`src/rtl/core/rtaex_pkg.sv`:
```
`timescale 1ns / 1ps

package rtaex_pkg;

   localparam int REG_COUNT = 32;
   localparam int REG_IDX_W = $clog2(REG_COUNT);
   localparam int DATA_W    = 32;
   localparam int SHAMT_W   = 5;
   localparam int OPC_W     = 6;
   localparam int FUNCT_W   = 6;

   localparam logic [OPC_W-1:0] OPC_SPECIAL = 6'h00;

   localparam logic [FUNCT_W-1:0] FN_SLL = 6'h00;
   localparam logic [FUNCT_W-1:0] FN_SRL = 6'h02;
   localparam logic [FUNCT_W-1:0] FN_SRA = 6'h03;
   localparam logic [FUNCT_W-1:0] FN_ADD = 6'h20;
   localparam logic [FUNCT_W-1:0] FN_SUB = 6'h22;
   localparam logic [FUNCT_W-1:0] FN_AND = 6'h24;
   localparam logic [FUNCT_W-1:0] FN_OR  = 6'h25;
   localparam logic [FUNCT_W-1:0] FN_XOR = 6'h26;
   localparam logic [FUNCT_W-1:0] FN_NOR = 6'h27;
   localparam logic [FUNCT_W-1:0] FN_SLT = 6'h2a;

   typedef struct packed {
      logic                 en;
      logic [REG_IDX_W-1:0] addr;
      logic [DATA_W-1:0]    data;
   } rf_write_type;

endpackage

```
`src/rtl/core/rtaex_if.sv`:
```
`timescale 1ns / 1ps

interface rtaex_req_if;
   logic                            valid;
   logic                            ready;
   logic                            mode;
   logic [rtaex_pkg::DATA_W-1:0]    instruction_word;
   logic [rtaex_pkg::REG_IDX_W-1:0] load_index;
   logic [rtaex_pkg::DATA_W-1:0]    load_value;

   modport source (output valid, mode, instruction_word, load_index, load_value,
                   input ready);
   modport sink (input valid, mode, instruction_word, load_index, load_value,
                 output ready);
endinterface

interface rtaex_rsp_if;
   logic                            valid;
   logic                            ready;
   logic [rtaex_pkg::REG_IDX_W-1:0] dest_index;
   logic [rtaex_pkg::DATA_W-1:0]    dest_value;
   logic                            wrote;
   logic                            status;

   modport source (output valid, dest_index, dest_value, wrote, status, input ready);
   modport sink (input valid, dest_index, dest_value, wrote, status, output ready);
endinterface

```
`src/rtl/core/r_type_alu_executor.sv`:
```
`timescale 1ns / 1ps
// A transaction accepted into the s1 registers is loaded into the rsp register
// once rsp is free, and rsp hands it off from there.
// Throughput: one transaction per cycle while rsp is not stalled; the register file
// read is registered at accept and the ALU plus write-back run as s1 advances into rsp.
// Reset (synchronous): empties the pipeline and marks every register as zero.

module r_type_alu_executor (
   input logic         clock,
   input logic         reset,
   rtaex_req_if.sink   req_chan,
   rtaex_rsp_if.source rsp_chan
);

   logic                          req_fire;
   logic [rtaex_pkg::DATA_W-1:0]  word;

   logic                            s1_valid_ff;
   logic                            s1_valid_in;
   logic                            s1_mode_ff;
   logic                            s1_opc_ok_ff;
   logic [rtaex_pkg::REG_IDX_W-1:0] s1_rd_ff;
   logic [rtaex_pkg::SHAMT_W-1:0]   s1_shamt_ff;
   logic [rtaex_pkg::FUNCT_W-1:0]   s1_funct_ff;
   logic [rtaex_pkg::REG_IDX_W-1:0] s1_load_index_ff;
   logic [rtaex_pkg::DATA_W-1:0]    s1_load_value_ff;
   logic                            s1_adv;

   logic                            out_valid_ff;
   logic                            out_valid_in;
   logic                            out_free;
   logic [rtaex_pkg::REG_IDX_W-1:0] out_index_ff;
   logic [rtaex_pkg::REG_IDX_W-1:0] out_index_in;
   logic [rtaex_pkg::DATA_W-1:0]    out_value_ff;
   logic [rtaex_pkg::DATA_W-1:0]    out_value_in;
   logic                            out_wrote_ff;
   logic                            out_wrote_in;
   logic                            out_status_ff;
   logic                            out_status_in;

   logic [rtaex_pkg::DATA_W-1:0] op_a;
   logic [rtaex_pkg::DATA_W-1:0] op_b;
   logic [rtaex_pkg::DATA_W-1:0] alu_result;
   logic                         alu_supported;
   rtaex_pkg::rf_write_type      rf_wr;

   // Memory image is little-endian; fields are decoded from the big-endian word.
   assign word = {req_chan.instruction_word[7:0],   req_chan.instruction_word[15:8],
                  req_chan.instruction_word[23:16], req_chan.instruction_word[31:24]};

   assign out_free       = !out_valid_ff || rsp_chan.ready;
   assign s1_adv         = s1_valid_ff && out_free;
   assign req_chan.ready = !s1_valid_ff || out_free;
   assign req_fire       = req_chan.valid && req_chan.ready;

   assign s1_valid_in  = req_fire || (s1_valid_ff && !out_free);
   assign out_valid_in = s1_adv || (out_valid_ff && !rsp_chan.ready);

   always_ff @(posedge clock) begin
      if (req_fire) begin
         s1_mode_ff       <= req_chan.mode;
         s1_opc_ok_ff     <= (word[31:26] == rtaex_pkg::OPC_SPECIAL);
         s1_rd_ff         <= word[15:11];
         s1_shamt_ff      <= word[10:6];
         s1_funct_ff      <= word[5:0];
         s1_load_index_ff <= req_chan.load_index;
         s1_load_value_ff <= req_chan.load_value;
      end
      if (s1_adv) begin
         out_index_ff  <= out_index_in;
         out_value_ff  <= out_value_in;
         out_wrote_ff  <= out_wrote_in;
         out_status_ff <= out_status_in;
      end
   end

   always_ff @(posedge clock) begin
      if (reset) begin
         s1_valid_ff  <= 1'b0;
         out_valid_ff <= 1'b0;
      end else begin
         s1_valid_ff  <= s1_valid_in;
         out_valid_ff <= out_valid_in;
      end
   end

   rtaex_regfile u_regfile (
      .clock     (clock),
      .reset     (reset),
      .rd_en     (req_fire),
      .rd_addr_a (word[25:21]),
      .rd_addr_b (word[20:16]),
      .wr        (rf_wr),
      .op_a      (op_a),
      .op_b      (op_b)
   );

   rtaex_alu u_alu (
      .funct     (s1_funct_ff),
      .shamt     (s1_shamt_ff),
      .op_a      (op_a),
      .op_b      (op_b),
      .result    (alu_result),
      .supported (alu_supported)
   );

   always_comb begin
      out_index_in  = '0;
      out_value_in  = '0;
      out_wrote_in  = 1'b0;
      out_status_in = 1'b0;
      if (s1_mode_ff) begin
         if (s1_load_index_ff != '0) begin
            out_index_in = s1_load_index_ff;
            out_value_in = s1_load_value_ff;
            out_wrote_in = 1'b1;
         end
      end else if (!s1_opc_ok_ff || !alu_supported) begin
         out_status_in = 1'b1;
      end else if (s1_rd_ff != '0) begin
         out_index_in = s1_rd_ff;
         out_value_in = alu_result;
         out_wrote_in = 1'b1;
      end
   end

   assign rf_wr.en   = s1_adv && out_wrote_in;
   assign rf_wr.addr = out_index_in;
   assign rf_wr.data = out_value_in;

   assign rsp_chan.valid      = out_valid_ff;
   assign rsp_chan.dest_index = out_index_ff;
   assign rsp_chan.dest_value = out_value_ff;
   assign rsp_chan.wrote      = out_wrote_ff;
   assign rsp_chan.status     = out_status_ff;

endmodule

```
`src/rtl/core/rtaex_alu.sv`:
```
`timescale 1ns / 1ps

module rtaex_alu (
   input  logic [rtaex_pkg::FUNCT_W-1:0] funct,
   input  logic [rtaex_pkg::SHAMT_W-1:0] shamt,
   input  logic [rtaex_pkg::DATA_W-1:0]  op_a,
   input  logic [rtaex_pkg::DATA_W-1:0]  op_b,
   output logic [rtaex_pkg::DATA_W-1:0]  result,
   output logic                          supported
);

   logic signed [rtaex_pkg::DATA_W-1:0] a_s;
   logic signed [rtaex_pkg::DATA_W-1:0] b_s;

   assign a_s = op_a;
   assign b_s = op_b;

   always_comb begin
      result    = '0;
      supported = 1'b1;
      unique case (funct)
         rtaex_pkg::FN_SLL: result = op_b << shamt;
         rtaex_pkg::FN_SRL: result = op_b >> shamt;
         rtaex_pkg::FN_SRA: result = b_s >>> shamt;
         rtaex_pkg::FN_ADD: result = op_a + op_b;
         rtaex_pkg::FN_SUB: result = op_a - op_b;
         rtaex_pkg::FN_AND: result = op_a & op_b;
         rtaex_pkg::FN_OR:  result = op_a | op_b;
         rtaex_pkg::FN_XOR: result = op_a ^ op_b;
         rtaex_pkg::FN_NOR: result = ~(op_a | op_b);
         rtaex_pkg::FN_SLT: result = {{(rtaex_pkg::DATA_W-1){1'b0}}, (a_s < b_s)};
         default:           supported = 1'b0;
      endcase
   end

endmodule

```
`src/rtl/core/rtaex_regfile.sv`:
```
`timescale 1ns / 1ps

module rtaex_regfile (
   input  logic                            clock,
   input  logic                            reset,
   input  logic                            rd_en,
   input  logic [rtaex_pkg::REG_IDX_W-1:0] rd_addr_a,
   input  logic [rtaex_pkg::REG_IDX_W-1:0] rd_addr_b,
   input  rtaex_pkg::rf_write_type         wr,
   output logic [rtaex_pkg::DATA_W-1:0]    op_a,
   output logic [rtaex_pkg::DATA_W-1:0]    op_b
);

   logic [rtaex_pkg::DATA_W-1:0]    mem_ff [rtaex_pkg::REG_COUNT];
   logic [rtaex_pkg::DATA_W-1:0]    rdata_a_ff;
   logic [rtaex_pkg::DATA_W-1:0]    rdata_b_ff;
   logic [rtaex_pkg::REG_IDX_W-1:0] addr_a_ff;
   logic [rtaex_pkg::REG_IDX_W-1:0] addr_b_ff;

   logic [rtaex_pkg::REG_COUNT-1:0] valid_ff;
   logic [rtaex_pkg::REG_COUNT-1:0] valid_in;

   // Most recent write, for the read that shares its edge.
   logic                            fwd_en_ff;
   logic [rtaex_pkg::REG_IDX_W-1:0] fwd_addr_ff;
   logic [rtaex_pkg::DATA_W-1:0]    fwd_data_ff;

   always_ff @(posedge clock) begin
      if (wr.en) begin
         mem_ff[wr.addr] <= wr.data;
      end
      if (rd_en) begin
         rdata_a_ff <= mem_ff[rd_addr_a];
         rdata_b_ff <= mem_ff[rd_addr_b];
         addr_a_ff  <= rd_addr_a;
         addr_b_ff  <= rd_addr_b;
      end
      if (wr.en) begin
         fwd_addr_ff <= wr.addr;
         fwd_data_ff <= wr.data;
      end
   end

   always_comb begin
      valid_in = valid_ff;
      if (wr.en) begin
         valid_in[wr.addr] = 1'b1;
      end
   end

   always_ff @(posedge clock) begin
      if (reset) begin
         valid_ff  <= '0;
         fwd_en_ff <= 1'b0;
      end else begin
         valid_ff  <= valid_in;
         fwd_en_ff <= fwd_en_ff | wr.en;
      end
   end

   // Entry 0 is hardwired to zero; entries never written since reset read as zero.
   always_comb begin
      if (addr_a_ff == '0) begin
         op_a = '0;
      end else if (fwd_en_ff && fwd_addr_ff == addr_a_ff) begin
         op_a = fwd_data_ff;
      end else if (valid_ff[addr_a_ff]) begin
         op_a = rdata_a_ff;
      end else begin
         op_a = '0;
      end

      if (addr_b_ff == '0) begin
         op_b = '0;
      end else if (fwd_en_ff && fwd_addr_ff == addr_b_ff) begin
         op_b = fwd_data_ff;
      end else if (valid_ff[addr_b_ff]) begin
         op_b = rdata_b_ff;
      end else begin
         op_b = '0;
      end
   end

endmodule

```
`src/flat_wrapper.sv`:
```
// flat-port wrapper written by rule: the top's interface ports become plain ports
module r_type_alu_executor_flat 
  (clock, reset, req_chan_valid, req_chan_mode, req_chan_instruction_word, req_chan_load_index, req_chan_load_value, req_chan_ready, rsp_chan_valid, rsp_chan_dest_index, rsp_chan_dest_value, rsp_chan_wrote, rsp_chan_status, rsp_chan_ready);
  rtaex_req_if req_chan_i ();
  rtaex_rsp_if rsp_chan_i ();
  input logic clock;
  input logic reset;
  input wire logic [$bits(req_chan_i.valid)-1:0] req_chan_valid;
  input wire logic [$bits(req_chan_i.mode)-1:0] req_chan_mode;
  input wire logic [$bits(req_chan_i.instruction_word)-1:0] req_chan_instruction_word;
  input wire logic [$bits(req_chan_i.load_index)-1:0] req_chan_load_index;
  input wire logic [$bits(req_chan_i.load_value)-1:0] req_chan_load_value;
  output wire logic [$bits(req_chan_i.ready)-1:0] req_chan_ready;
  output wire logic [$bits(rsp_chan_i.valid)-1:0] rsp_chan_valid;
  output wire logic [$bits(rsp_chan_i.dest_index)-1:0] rsp_chan_dest_index;
  output wire logic [$bits(rsp_chan_i.dest_value)-1:0] rsp_chan_dest_value;
  output wire logic [$bits(rsp_chan_i.wrote)-1:0] rsp_chan_wrote;
  output wire logic [$bits(rsp_chan_i.status)-1:0] rsp_chan_status;
  input wire logic [$bits(rsp_chan_i.ready)-1:0] rsp_chan_ready;
  assign req_chan_i.valid = req_chan_valid;
  assign req_chan_i.mode = req_chan_mode;
  assign req_chan_i.instruction_word = req_chan_instruction_word;
  assign req_chan_i.load_index = req_chan_load_index;
  assign req_chan_i.load_value = req_chan_load_value;
  assign req_chan_ready = req_chan_i.ready;
  assign rsp_chan_valid = rsp_chan_i.valid;
  assign rsp_chan_dest_index = rsp_chan_i.dest_index;
  assign rsp_chan_dest_value = rsp_chan_i.dest_value;
  assign rsp_chan_wrote = rsp_chan_i.wrote;
  assign rsp_chan_status = rsp_chan_i.status;
  assign rsp_chan_i.ready = rsp_chan_ready;
  r_type_alu_executor u_core (.clock(clock), .reset(reset), .req_chan(req_chan_i), .rsp_chan(rsp_chan_i));
endmodule
```
`config.mk`:
```
export PLATFORM = sky130hd
export DESIGN_NAME = r_type_alu_executor_flat
export DESIGN_NICKNAME = d
export VERILOG_FILES = /design/src/rtl/core/rtaex_pkg.sv /design/src/rtl/core/rtaex_if.sv /design/src/rtl/core/r_type_alu_executor.sv /design/src/rtl/core/rtaex_alu.sv /design/src/rtl/core/rtaex_regfile.sv /design/src/flat_wrapper.sv
export SDC_FILE = /design/constraint.sdc
export NUM_CORES = 2
export LEC_CHECK = 0
export BUFFER_PORTS_ARGS = -buffer_cell sky130_fd_sc_hd__buf_2
export CAP_MARGIN = 5
export CORE_MARGIN = 8
export CORE_UTILIZATION = 30
export CTS_CLUSTER_DIAMETER = 150
export DETAILED_ROUTE_END_ITERATION = 10
export GPL_TIMING_DRIVEN = 0
export SLEW_MARGIN = 20
export SYNTH_ARGS = -nofsm -noshare
export SYNTH_HDL_FRONTEND = slang
export SYNTH_SLANG_ARGS = --single-unit
```
`constraint.sdc`:
```
create_clock -name clock -period 8.3 [get_ports clock]
set_clock_uncertainty 0.2 [all_clocks]
set_input_delay 0.83 -clock clock [delete_from_list [all_inputs] [get_ports clock]]
set_output_delay 0.83 -clock clock [all_outputs]
set_load 0.02 [all_outputs]
```
Word-level counts from Yosys, hierarchy flattened. Memories as Yosys holds them, arrays and structs flattened. A register that Yosys moved wholly into a read port is not among the register bits. Cells that the tools add are included.

Add/subtract/negate cells: 2. Magnitude comparators: 5. Eq/ne operators: 11. Shift operators: 3. Multiplexer cells: 29. Bitwise operators: 6. Reduce and logical (&&, ||, !) cells: 26.

Operator list (count): 2-to-1 mux 32 bit (10); one-hot mux 32 bit (10 select lines) (1); OR 32 bit (2); equality test 6 bit, second input constant (7); adder 32 bit (1); AND 32 bit (1); less-than comparator 32 bit (1); NOT 32 bit (1); << shifter 32 x 5 -> 32 bit (1); >> shifter 32 x 5 -> 32 bit (1); >>> shifter 32 x 5 -> 32 bit (1); subtractor 32 bit (1); bitwise XOR 32 bit (1); 2-to-1 mux 5 bit (4); less-than comparator 5 x 6 -> 1 bit, second input constant (3); equality test 6 x 2 -> 1 bit, second input constant (2); logical NOT 6 bit (2); 2-to-1 mux 1 bit (11); binary-select mux 1 bit (select 5 bit) (2); equality test 5 bit (2); logical NOT 5 bit (2); nonzero test 5 bit (2); OR reduction 10 bit (1); logical AND 1 bit (8); other kinds (5) (14).

Register bits: 176. RAM bits: 1024. Bits of input ports: 74. Output and inout bits: 41. Memories kept: 1.

Memories: u_core.u_regfile.mem_ff (words 32, width 32, read ports 2, clocked after Yosys merged registers in 2, wr ports 1, RTL line rtaex_regfile.sv:14) `logic [rtaex_pkg::DATA_W-1:0] mem_ff [rtaex_pkg::REG_COUNT];`.

Longest topological paths before layout.
Word-level depth: 12. Depth in mapped cells: 26.

By module. From an unflattened synthesis, not the netlist that was laid out.

Cell total of the unflattened synthesis: 3863. Area total of the unflattened synthesis: 65222.6 um^2.

Modules (own cells, without submodules): rtaex_regfile (instances 1, cells an instance 2284, area each 52499.1 um^2, sequential area each 34743.3 um^2); rtaex_alu (instances 1, cells an instance 1418, area each 9344.0 um^2, sequential area each 0.0 um^2); r_type_alu_executor (instances 1, cells an instance 161, area each 3379.5 um^2, sequential area each 2862.7 um^2).

Worst setup path before layout. OpenSTA, ideal clock, no wires.

Path type: in2reg. Start point: input rsp_chan_ready. End point: memory u_core.u_regfile.mem_ff[29][0] (netlist name) (enable). Arrival: 5827 ps. Path slack: 1850 ps. Stages: 5. Path buffers: 0. Cell sequence: nor2b_1 nor2b_1 and2_1 nand3_1 nor2_1.

RTL lines: start: declaration (RTL line flat_wrapper.sv:19) `input wire logic [$bits(rsp_chan_i.ready)-1:0] rsp_chan_ready;`; end: declaration (RTL line rtaex_regfile.sv:14).

Worst setup path in the final report.
Start point: register u_core.u_regfile.addr_b_ff[0] (netlist name). End point: memory u_core.u_regfile.mem_ff[3][11] (netlist name) (data pin).

Longest elaborated chain between the ends: 11. Elaborated cells on any way between the ends: 21. Those cells by class: add/sub: 2; eq/ne: 1; shift: 3; mux: 9; bitwise: 4; reduce/logical: 2.

RTL lines: start: declaration (RTL line rtaex_regfile.sv:18) `logic [rtaex_pkg::REG_IDX_W-1:0] addr_b_ff;`; start signal: assignment (RTL line rtaex_regfile.sv:36) `addr_b_ff <= rd_addr_b;`; binary-select mux 1 bit (select 5 bit) (RTL line rtaex_regfile.sv:77) `end else if (valid_ff[addr_b_ff]) begin`; 2-to-1 mux 1 bit (implied by the code) (RTL line rtaex_regfile.sv:77); 2-to-1 mux 32 bit (RTL line rtaex_regfile.sv:77); 2-to-1 mux 32 bit (RTL line rtaex_regfile.sv:75) `end else if (fwd_en_ff && fwd_addr_ff == addr_b_ff) begin`; 2-to-1 mux 32 bit * (RTL line rtaex_regfile.sv:73) `if (addr_b_ff == '0) begin`; parallel branches: the longest is 2 deep, another holds subtractor 32 bit; one-hot mux 32 bit (10 select lines) * (RTL line rtaex_alu.sv:21) `unique case (funct)`; 2-to-1 mux 32 bit * (RTL line r_type_alu_executor.sv:120) `end else if (s1_rd_ff != '0) begin`; 2-to-1 mux 32 bit * (RTL line r_type_alu_executor.sv:118) `end else if (!s1_opc_ok_ff || !alu_supported) begin`; 2-to-1 mux 32 bit * (RTL line r_type_alu_executor.sv:112) `if (s1_mode_ff) begin`; named net u_core.out_value_in (one bit) (RTL line r_type_alu_executor.sv:35) `logic [rtaex_pkg::DATA_W-1:0] out_value_in;`.

Mark *: on every way through the listed nets, which the timed path passes. The select of a mux whose other input is x is not followed.

==> flow_summary.json <==
{
  "yosys-mux-area-fraction": 0.2563,
  "die_w_microns": 484.6,
  "grt-ovfl-total": 0,
  "synth_xor_area_frac": 0.006912,
  "netlist_area_sq_mm": 0.06589,
  "worstSetupPathType": "reg -> reg",
  "synthArstFlopShare": 0,
  "synth_top_cells_by_area": "edfxtp_1, mux4_2, ha_1, mux2i_1, nand2_1",
  "r2r_slack_ns": 0.23,
  "slowest_delay_ns": 0.89,
  "switching_share": 0.2772,
  "synth_seq_cells": 1264,
  "grt_max_degree": 52,
  "drt_iter0_markers": 6214,
  "post-route-period-util": 0.9718,
  "arrival_ns": 8.38,
  "ant_nets": 0,
  "p_clk_frac": 0.389,
  "final_common_cell": "edfxtp_1",
  "finalNetCount": 4708,
  "seq_area_frac_synth": 0.5708,
  "synthFlopType": "edfxtp_1",
  "cts_tree": "built",
  "rsz0062_at_grt": "no",
  "synth_top_family_by_area": "multiplexers",
  "htree_levels": 4,
  "wl_per_cell_microns": 34.78,
  "vias": 44530,
  "totalWireLength_microns": 261200,
  "dp_hpwl_microns": 193600,
  "cp_num_buf_inv": 4,
  "max_cap_violations": 0,
  "path_max_fanout": 34,
  "initial_core_util": 0.3007,
  "synth-simple-area-share": 0.04700,
  "clk_pin_slew_ns": 0.06,
  "row_count": 172,
  "vdd_drop_max_mv": 0.1660,
  "yosysTopAreaCell": "edfxtp_1",
  "place_congestion": 1.011,
  "clock_latency_ns": 0.80,
  "drv_slew": 0,
  "clock_path_buffers": 3,
  "core_sq_mm": 0.2191,
  "yosys.area_share.adder": 0.02055,
  "p_seq_frac": 0.459,
  "hold_violations": 0,
  "die-area_sq_mm": 0.2349,
  "ys_warn_count": 0,
  "crit_top_cell": "nor2_1",
  "area_delta_synth_final_pct": 17.81,
  "setup_violations": 0,
  "clockRootBuffer": "clkbuf_16",
  "synth_compound_area_frac": 0.07378,
  "hp-class": "in -> reg",
  "final_cell_mix": "edfxtp_1, mux4_2, nand2_1, nor2_1, clkbuf_1",
  "grt_pass1_wl_microns": 357900,
  "antenna_found_initial": 26,
  "final_core_util": 0.3543,
  "required_ns": 8.61,
  "fmax_mhz": 124.0,
  "post-route-cell-area_sq_mm": 0.07762,
  "outcome": "complete, no violations",
  "yosys.area.top_type_share": 0.5601,
  "postPlaceCellArea_sq_mm": 0.07273,
  "p_leak_nw": 25.07,
  "num_io_pins": 115,
  "die_h_microns": 484.6,
  "p_per_area_mw_per_mm2": 201.6,
  "synth_edf_count": 1229,
  "startpoint_type": "flop",
  "layout-drive-gt1-share": 0.2932,
  "finalCriticalPeriod_ns": 8.066,
  "vias_per_cell": 5.929,
  "io_buffers": 114,
  "grt_pass1_vias": 44100,
  "numCtsBuffers": 137,
  "worstMarginPinSlew_ns": 1.241,
  "drc": 0,
  "place_ws_ns": -0.7465,
  "syn_avg_cell_area_sq_um": 16.00,
  "power.internal_w": 0.01131,
  "syn_inst": 4117,
  "p_sw_w": 0.004338,
  "cpMaxStageDelayCell": "nor3_1",
  "crit_family": "compound AO/OA/AOI/OAI gates",
  "cp-end-kind": "flop",
  "drtPass1Iterations": 6,
  "worst_slack_ns": 0.2342,
  "pwr-share-comb": 0.152,
  "crit_chain": "nor2_2 > nand3b_1 > and3_1 > buf_2 > clkbuf_1 > a32oi_1 > buf_4 > inv_1 > ha_1 > o21bai_1 > a21oi_1 > o21ai_0 > o41a_1 > nor2_1 > nor2_1 > nor2_1 > a21oi_1 > o221ai_1 > a2111oi_0 > nor3_1 > a221o_4",
  "clock-sinks": 1264,
  "maxSlewHeadroom": 0.1725,
  "synth.distinct_cells": 89,
  "grt_usage": 0.2143
}
sequential cells by signal, summed over array words and instances, names as in the netlist, 5 cells and up:
| register | count |
|---|---|
| u_core.s1_load_index_ff | 5 |
| u_core.u_regfile.addr_a_ff | 5 |
| u_core.u_regfile.addr_b_ff | 5 |
| u_core.u_regfile.mem_ff | 1024 |
| u_core.s1_funct_ff | 6 |
| u_core.s1_rd_ff | 5 |
| u_core.u_regfile.rdata_b_ff | 32 |
| u_core.s1_shamt_ff | 5 |
| u_core.u_regfile.fwd_data_ff | 32 |
| u_core.u_regfile.fwd_addr_ff | 5 |
| u_core.rsp_chan.dest_value | 32 |
| u_core.u_regfile.valid_ff | 32 |
| u_core.s1_load_value_ff | 32 |
| u_core.rsp_chan.dest_index | 5 |
| u_core.u_regfile.rdata_a_ff | 32 |
kinds of logic after synthesis:
family / count (synthesis)
mux: 851
other cells: 1
simple gates: 699
fa+ha+maj: 107
flops: 1264
xor+xnor: 52
compound gates: 721
buf+inv: 422
layer usage:
layer / global-route usage / routed length [microns] / vias to the layer above
li1: - / - / 17770
met1: 0.2820 / 101300 / 23430
met2: 0.3434 / 120900 / 2755
met3: 0.04837 / 26230 / 569
met4: 0.08708 / 12580 / 8
met5: 0.004898 / 192 / -
area by class of cell:
| cell class | instances | area (sq um) |
|---|---|---|
| Buffer | 298 | 1230 |
| Clock inverter | 87 | 907.1 |
| Fill cell | 20590 | 141500 |
| Antenna cell | 4 | 10.01 |
| Tap cell | 2871 | 3592 |
| Inverter | 123 | 461.7 |
| Sequential cell | 1264 | 37610 |
| Timing Repair Buffer | 240 | 2923 |
| Clock buffer | 160 | 3546 |
| Multi-Input combinational cell | 2463 | 27350 |
cells in the mapped netlist (12+ instances only):
| cell type | n |
|---|---|
| a211oi_1 | 42 |
| a21o_1 | 25 |
| a21oi_1 | 188 |
| a221oi_1 | 12 |
| a22oi_1 | 29 |
| a31oi_1 | 33 |
| a32oi_1 | 18 |
| and2_1 | 19 |
| and3_1 | 20 |
| buf_1 | 83 |
| clkbuf_1 | 206 |
| dfxtp_1 | 35 |
| edfxtp_1 | 1229 |
| ha_1 | 105 |
| inv_1 | 112 |
| mux2_2 | 79 |
| mux2i_1 | 111 |
| mux4_2 | 661 |
| nand2_1 | 253 |
| nand3_1 | 41 |
| nor2_1 | 252 |
| nor2b_1 | 15 |
| nor3_1 | 27 |
| o211ai_1 | 29 |
| o21a_1 | 15 |
| o21ai_0 | 137 |
| o21bai_1 | 13 |
| o22ai_1 | 38 |
| xnor2_1 | 39 |
| xor2_1 | 13 |
final timing paths:
| path | startpoint | end | cells past startpoint |
|---|---|---|---|
| max | u_core.u_regfile.addr_b_ff[0] | u_core.u_regfile.mem_ff[3][11] | 21 |
| min | req_chan_instruction_word[18] | u_core.s1_shamt_ff[4] | 1 |
| max reg2reg | u_core.u_regfile.addr_b_ff[0] | u_core.u_regfile.mem_ff[3][11] | 21 |
| min reg2reg | u_core.u_regfile.valid_ff[0] | u_core.u_regfile.valid_ff[0] | 1 |
power groups by stage:
stage / combinational (W) / clock [W] / sequential, W
2_1_floorplan: 0.00136 / 0 / 0.00729
3_3_place_gp: 0.00223 / 0 / 0.00733
3_5_place_dp: 0.00229 / 0 / 0.00731
4_1_cts: 0.00232 / 0.00619 / 0.00718
5_1_grt: 0.00246 / 0.00642 / 0.00718
6_report: 0.00238 / 0.00610 / 0.00718
metrics by stage:
step	std cells	hold slack, ns	total power, W	setup TNS [ns]
after CTS	7504	0.0001820	0.01568	0
final	7510	0.03827	0.01565	0
after global routing	7508	0.01317	0.01607	0
after global placement	7133	0.2707	0.009555	-5051.30
after floorplan	4148	0.2541	0.008654	0
after detailed placement	7232	0.2790	0.009596	-133.77
worst register-to-register path, stage by stage, from the launching register on:
cell and delay, ns:
edfxtp_1 0.50, nor2_2 0.36, nand3b_1 0.33, and3_1 0.25
buf_2 0.22, clkbuf_1 0.35, a32oi_1 0.57, buf_4 0.29
inv_1 0.23, ha_1 0.29, o21bai_1 0.17, a21oi_1 0.32
o21ai_0 0.27, o41a_1 0.48, nor2_1 0.14, nor2_1 0.05
nor2_1 0.35, a21oi_1 0.13, o221ai_1 0.56, a2111oi_0 0.23
nor3_1 0.90, a221o_4 0.55
repair_timing:
action	in CTS	in global routing
setup buffers	2	0
endpoints found under the hold margin	22	0
gates resized for setup	17	19
pin swaps	2	0
gates cloned	1	0
endpoints found under the setup margin	392	236
hold buffers	22	0
(Power assumes the default switching activity.)
